==> src/sv/stretched_allpass_cascade_top_macros.svh <==
// ----------------------------------------------------------------------------
// Stretched allpass cascade assertion macros
// Same-cycle and next-cycle implication checks on clk, disabled in reset.
// ----------------------------------------------------------------------------
`ifndef STRETCHED_ALLPASS_CASCADE_TOP_MACROS_SVH
`define STRETCHED_ALLPASS_CASCADE_TOP_MACROS_SVH

// same-cycle implication
`define SAC_ASSERT_NOW(label, ante, cons, msg) \
	label: assert property (@(posedge clk) disable iff (!arst_n) (ante) |-> (cons)) \
		else $error(msg);

// next-cycle implication
`define SAC_ASSERT_NEXT(label, ante, cons, msg) \
	label: assert property (@(posedge clk) disable iff (!arst_n) (ante) |=> (cons)) \
		else $error(msg);

`endif

==> src/sv/sac_pkg.sv <==
// ----------------------------------------------------------------------------
// sac_pkg
// Types and constants shared by the stretched allpass cascade modules.
// ----------------------------------------------------------------------------
`default_nettype none

package sac_pkg;

	localparam int COEF_BITS = 24;
	localparam int COEF_FRAC = 22;
	localparam int OUTER_BITS = 22;
	localparam int STRETCH_BITS = 4;
	localparam int APB_ADDR_BITS = 4;
	localparam int APB_DATA_BITS = 32;

	localparam logic [1:0] REG_OUTER   = 2'd0;
	localparam logic [1:0] REG_INNER   = 2'd1;
	localparam logic [1:0] REG_STRETCH = 2'd2;

	typedef enum logic [3:0] {
		ST_CLEAR,
		ST_IDLE,
		ST_READ,
		ST_P1,
		ST_P2,
		ST_P3,
		ST_P4,
		ST_P5,
		ST_FINISH
	} state_t;

	typedef enum logic [2:0] {
		OP_NONE,
		OP_M1,
		OP_M2,
		OP_M3,
		OP_M4,
		OP_M5
	} dp_op_t;

	typedef struct packed {
		logic   clr;
		logic   start;
		logic   issue;
		dp_op_t op;
		logic   finish;
	} cmd_t;

	typedef struct packed {
		logic clr_last;
		logic last_stage;
		logic out_free;
	} status_t;

	typedef struct packed {
		logic [OUTER_BITS-1:0]   outer;
		logic [COEF_BITS-1:0]    inner;
		logic [STRETCH_BITS-1:0] stretch;
	} cfg_t;

endpackage

`default_nettype wire

==> src/sv/sac_ctrl.sv <==
// ----------------------------------------------------------------------------
// sac_ctrl
// Sequencer: clearing pass, item accept, five phases per stage, output load.
// ----------------------------------------------------------------------------
`default_nettype none

module sac_ctrl (
	input  logic             clk,
	input  logic             arst_n,
	input  logic             in_valid,
	input  sac_pkg::status_t status,
	output logic             in_ready,
	output sac_pkg::cmd_t    cmd
);

	import sac_pkg::*;

	state_t state_q;
	state_t state_nx;

	always_ff @(posedge clk or negedge arst_n) begin
		if (!arst_n) begin
			state_q <= ST_CLEAR;
		end else begin
			state_q <= state_nx;
		end
	end

	always_comb begin
		state_nx = state_q;
		case (state_q)
			ST_CLEAR: begin
				if (status.clr_last) state_nx = ST_IDLE;
			end
			ST_IDLE: begin
				if (in_valid) state_nx = ST_READ;
			end
			ST_READ:  state_nx = ST_P1;
			ST_P1:    state_nx = ST_P2;
			ST_P2:    state_nx = ST_P3;
			ST_P3:    state_nx = ST_P4;
			ST_P4:    state_nx = ST_P5;
			ST_P5: begin
				state_nx = status.last_stage ? ST_FINISH : ST_P1;
			end
			ST_FINISH: begin
				if (status.out_free) state_nx = ST_IDLE;
			end
			default:  state_nx = ST_CLEAR;
		endcase
	end

	always_comb begin
		in_ready   = 1'b0;
		cmd.clr    = 1'b0;
		cmd.start  = 1'b0;
		cmd.issue  = 1'b0;
		cmd.op     = OP_NONE;
		cmd.finish = 1'b0;
		case (state_q)
			ST_CLEAR: cmd.clr = 1'b1;
			ST_IDLE: begin
				in_ready  = 1'b1;
				cmd.start = in_valid;
			end
			ST_READ:  cmd.issue = 1'b1;
			ST_P1:    cmd.op = OP_M1;
			ST_P2:    cmd.op = OP_M2;
			ST_P3:    cmd.op = OP_M3;
			ST_P4:    cmd.op = OP_M4;
			ST_P5: begin
				cmd.op    = OP_M5;
				cmd.issue = !status.last_stage;
			end
			ST_FINISH: cmd.finish = status.out_free;
			default: ;
		endcase
	end

endmodule

`default_nettype wire

==> config.mk <==
export PLATFORM = sky130hd
export DESIGN_NAME = sac_ctrl
export DESIGN_NICKNAME = d
export VERILOG_FILES = /design/src/sv/stretched_allpass_cascade_top_macros.svh /design/src/sv/sac_pkg.sv /design/src/sv/sac_ctrl.sv
export SDC_FILE = /design/constraint.sdc
export NUM_CORES = 1
export LEC_CHECK = 0
export BUFFER_PORTS_ARGS = -buffer_cell sky130_fd_sc_hd__buf_2
export CAP_MARGIN = 20
export CORE_AREA = 2 2 39 41
export CTS_CLUSTER_DIAMETER = 30
export DETAILED_ROUTE_END_ITERATION = 6
export DIE_AREA = 0 0 41 43
export GPL_TIMING_DRIVEN = 0
export SLEW_MARGIN = 10
export SYNTH_ARGS = -nofsm -noshare
export SYNTH_HDL_FRONTEND = slang
export SYNTH_SLANG_ARGS = --single-unit
export TNS_END_PERCENT = 30
==> constraint.sdc <==
create_clock -name clk -period 1.9 [get_ports clk]
set_input_delay 0.19 -clock clk [delete_from_list [all_inputs] [get_ports clk]]
set_output_delay 0.19 -clock clk [all_outputs]
set_load 0.01 [all_outputs]
## After elaboration in Yosys (flattened, before gate mapping)

Index checks and enable logic that the tools add are counted.
Widths: inputs -> output; s select.

| word-level totals | value |
|---|---|
| register bits after elaboration | 4 |
| logic and storage cells | 26 |
| input bits | 6 |
| output and inout bits | 8 |

| operators by class | value |
|---|---|
| reduce and logical (&&, ||, !) cells | 3 |
| eq/ne operators | 11 |
| multiplexer cells | 11 |

Operator list:

| kind | count |
|---|---|
| $pmux 4 s9 | 1 |
| $eq 4x3->1 const B | 4 |
| $mux 4 | 4 |
| $pmux 3 s5 | 1 |
| $eq 4x2->1 const B | 2 |
| $ne 2x2->1 const B | 3 |
| $eq 4x1->1 const B | 1 |
| $eq 4x4->1 const B | 1 |
| $logic_not 4->1 | 1 |
| $mux 1 | 4 |
| $reduce_and 3->1 | 1 |
| $pmux 1 s2 | 1 |
| $logic_not 1->1 | 1 |

## Logic depth before layout (Yosys ltp)

| depth | value |
|---|---|
| word-level depth | 3 |
| gate-level depth with buffers | 4 |
| depth with buffers taken out | 3 |

## Worst setup path after synthesis

OpenSTA, ideal clock, no wires.

| timing | value |
|---|---|
| path kind | register to output |
| start | register state_q[1] |
| end | output cmd[5] in the netlist's numbering |
| data required time | 1.710 ns |
| setup slack | 0.556 ns |
| stages on the path, launching flop included | 4 |
| buffers on the path | 1 |
| arrival time | 1.154 ns |
| cells stage by stage | dfrtp_1 -> buf_4 -> nor4b_2 -> and2_1 |

RTL lines:

| item | RTL line | RTL |
|---|---|---|
| start, declared | sac_ctrl.sv:18 | `state_t state_q;` |
| start signal, assigned | sac_ctrl.sv:25 | `state_q <= state_nx;` |
| end, declared | sac_ctrl.sv:13 | `output sac_pkg::cmd_t cmd` |

==> impl_metrics.tcl <==
set metrics [dict create \
    status "complete, no violations" \
    tightest_slew_ns 0.3105 \
    core_area_um2 1384 \
    fmax_ghz 0.6306 \
    worstReg2RegEnd "state_q[0]$_DFFE_PN0P_" \
    netSwitchingPower_uw 327.7 \
    hold_viol 0 \
    synth_nets 45 \
    holdPathStages 2 \
    hp-start "status[1]" \
    grt_overflow 0 \
    fp-row-count 14 \
    setup_viol 0 \
    via_count 329 \
    cp.required_ns 1.71 \
    io-pin-count 14 \
    cts_buffers 3 \
    reg2reg_depth 4 \
    synth-seq-area-share_pct 27.78 \
    start_util_pct 26.04 \
    rsz0062_at_grt "no" \
    clockRootBuffer "clkbuf_4" \
    synth.largest_area_cell "dfrtp_1" \
    gp_congestion 0.6800 \
    clk_path_buf_depth 2 \
    synth_top_cell_area_share_pct 27.78 \
    clock_sinks 4 \
    ant_nets 0 \
    synth_edf_count 0 \
    postRouteWirelength_um 731 \
    ys_seq_elements 4 \
    nFillCells 147 \
    grt_max_degree 11 \
    cp-start-kind "flop" \
    cp_max_fo 9 \
    post_drt_wl_per_cell_um 10.15 \
    worst_setup_hold_path_clk_slew_ns 0.04 \
    p_clk_share_pct 13.1 \
    startpoint "state_q[1]$_DFFE_PN0P_" \
    diodes 0 \
    worstSetupPathType "flop to output pin" \
    drt-vias-per-instance 4.569 \
    synth_ff_type "dfrtp_1" \
    grt_use_total_pct 10.67 \
    postSynth.asyncResetShare_pct 100.0 \
    yosysMostFrequentCell "dfrtp_1" \
    met2_usage_pct 14.06 \
    first_pass_iters 1 \
    busiest_layer "met1" \
    drv_cap 0 \
    fin_area_um2 478.0 \
    fin_nets 64 \
    hp-class "input pin to flop" \
    r2r_slack_ns 0.64 \
    die_y_um 43 \
    top_register "state_q" \
    p_per_area_nw_per_um2 1630 \
    comb_power_share_pct 68.4 \
    rr_startpoint "state_q[0]$_DFFE_PN0P_" \
    maxSlewHeadroom_pct 79.24 \
    layout.area.seq_um2 100.1 \
    synth.distinct_cells 28 \
    grt_pass1_wl_um 1262 \
    arrival_ns 1.40 \
    grtUsageMet3_pct 6.283 \
    largest_reg_flops 4 \
    period_minus_slack_ns 1.586 \
    syn_area_um2 360.3 \
    area.growth.synth_to_final_pct 32.64 \
    drt-initial-drc-count 0 \
    drive_above_1_share_pct 48.21 \
    synth_warnings 0 \
    leakagePower_nw 0.2413 \
    cts_resized 0 \
    yosys-top-cells-area "dfrtp_1, buf_4, o41ai_2" \
    top_regs "state_q x4" \
    fin_tns_setup_ns 0 \
    antenna_found_initial 0 \
    insertion_delay_ns 0.23 \
    cts.htree.levels 1 \
    slew_violations 0 \
    syn_inst 39 \
    p_sw_share_pct 42.07 \
    drcViolationCount 0 \
    worst_hold_path.endpoint "state_q[3]$_DFFE_PN0P_" \
    syn_avg_cell_area_um2 9.240 \
    die_w_um 41 \
    multi_input_area_um2 222.7 \
    final_util_pct 34.54 \
    power_frac_seq_pct 18.5 \
    numPortBuffers 13 \
    die-area_um2 1763 \
    fin_skew_ns 0.004455 \
    cts_tree "done" \
    irDropWorstVdd_mv 0.8251 \
    grt_pass1_vias 305 \
    placed_area_um2 445.4 \
    cellInternalPower_uw 451.3 \
    period_share_pct 83.46 \
    ys_top_cells_by_count "dfrtp_1, buf_4, nor2_1" \
    cp-end-kind "output pin" \
    gr-usage-met1_pct 14.94 \
]
==> layout by cell type, fill, tap and decap left out, types with 2 or more instances in the layout <==
cell type	n
buf_2	13
dfrtp_1	4
buf_4	3
nor2_1	3
clkbuf_4	3
and2_1	2
nor3_1	2
nor4_1	2
o21ai_0	2
==> layer usage <==
layer | share of wire [%] | routed length [um]
met1 | 49 | 361
met2 | 42 | 310
met3 | 8.1 | 59
met4 | 0 | 0
met5 | 0 | 0
==> stage by stage <==
| step | hold WS [ns] | setup WS, ns | instances | power, mW |
|---|---|---|---|---|
| 2_1_floorplan | -0.1056 | 0.5564 | 39 | 0.5479 |
| 3_3_place_gp | -0.004457 | 0.5627 | 68 | 0.6774 |
| 3_5_place_dp | -0.002767 | 0.5498 | 68 | 0.6806 |
| 4_1_cts | 0.2006 | 0.2926 | 72 | 0.7892 |
| 5_1_grt | 0.2219 | 0.2236 | 72 | 0.8589 |
| 6_report | 0.2026 | 0.3143 | 72 | 0.7790 |
==> worst max-delay path by stage <==
stage | cells past startpoint | slack [ns] | to
2_1_floorplan | 3 | 0.56 | cmd[5]
3_3_place_gp | 4 | 0.56 | cmd[5]
3_5_place_dp | 4 | 0.55 | cmd[5]
4_1_cts | 4 | 0.29 | cmd[5]
5_1_grt | 4 | 0.22 | cmd[5]
6_report | 4 | 0.31 | cmd[5]
==> power groups by stage <==
stage | Clock [mW] | Sequential, mW | Combinational [mW]
after global placement | 0 | 0.145 | 0.532
after detailed placement | 0 | 0.145 | 0.536
after global routing | 0.117 | 0.148 | 0.594
after CTS | 0.107 | 0.144 | 0.539
final | 0.102 | 0.144 | 0.533
after floorplan | 0 | 0.142 | 0.406
==> cells by family (layout without fill, tap and decap cells) <==
family / count (synthesis) / after routing / synth area share (%)
AND/OR/NAND/NOR: 21 / 21 / 41.32
AO/OA/AOI/OAI: 8 / 8 / 18.06
buffers and inverters: 5 / 22 / 10.42
flip-flops: 4 / 4 / 27.78
XOR/XNOR: 1 / 1 / 2.431
==> worst max-delay path, stage by stage, from the launching register on <==
cell	delay (ns)
dfrtp_1	0.35
buf_4	0.16
nor4b_2	0.36
and2_1	0.17
buf_2	0.12
==> area by class of cell <==
type                       instances  share of cell area (%)
multi-input combinational         30                   46.60
sequential                         4                   20.94
timing repair buffer              14                   15.71
buffer                             4                   7.068
clock buffer                       3                   4.712
tap                               16                   4.188
inverter                           1                  0.7853
==> what timing repair did <==
| action | CTS | global route |
|---|---|---|
| buffers inserted | 0 | 0 |
| endpoints found under the hold margin | 4 | 0 |
| hold buffers | 1 | 0 |
No activity file was read; power rests on OpenSTA's default activity.
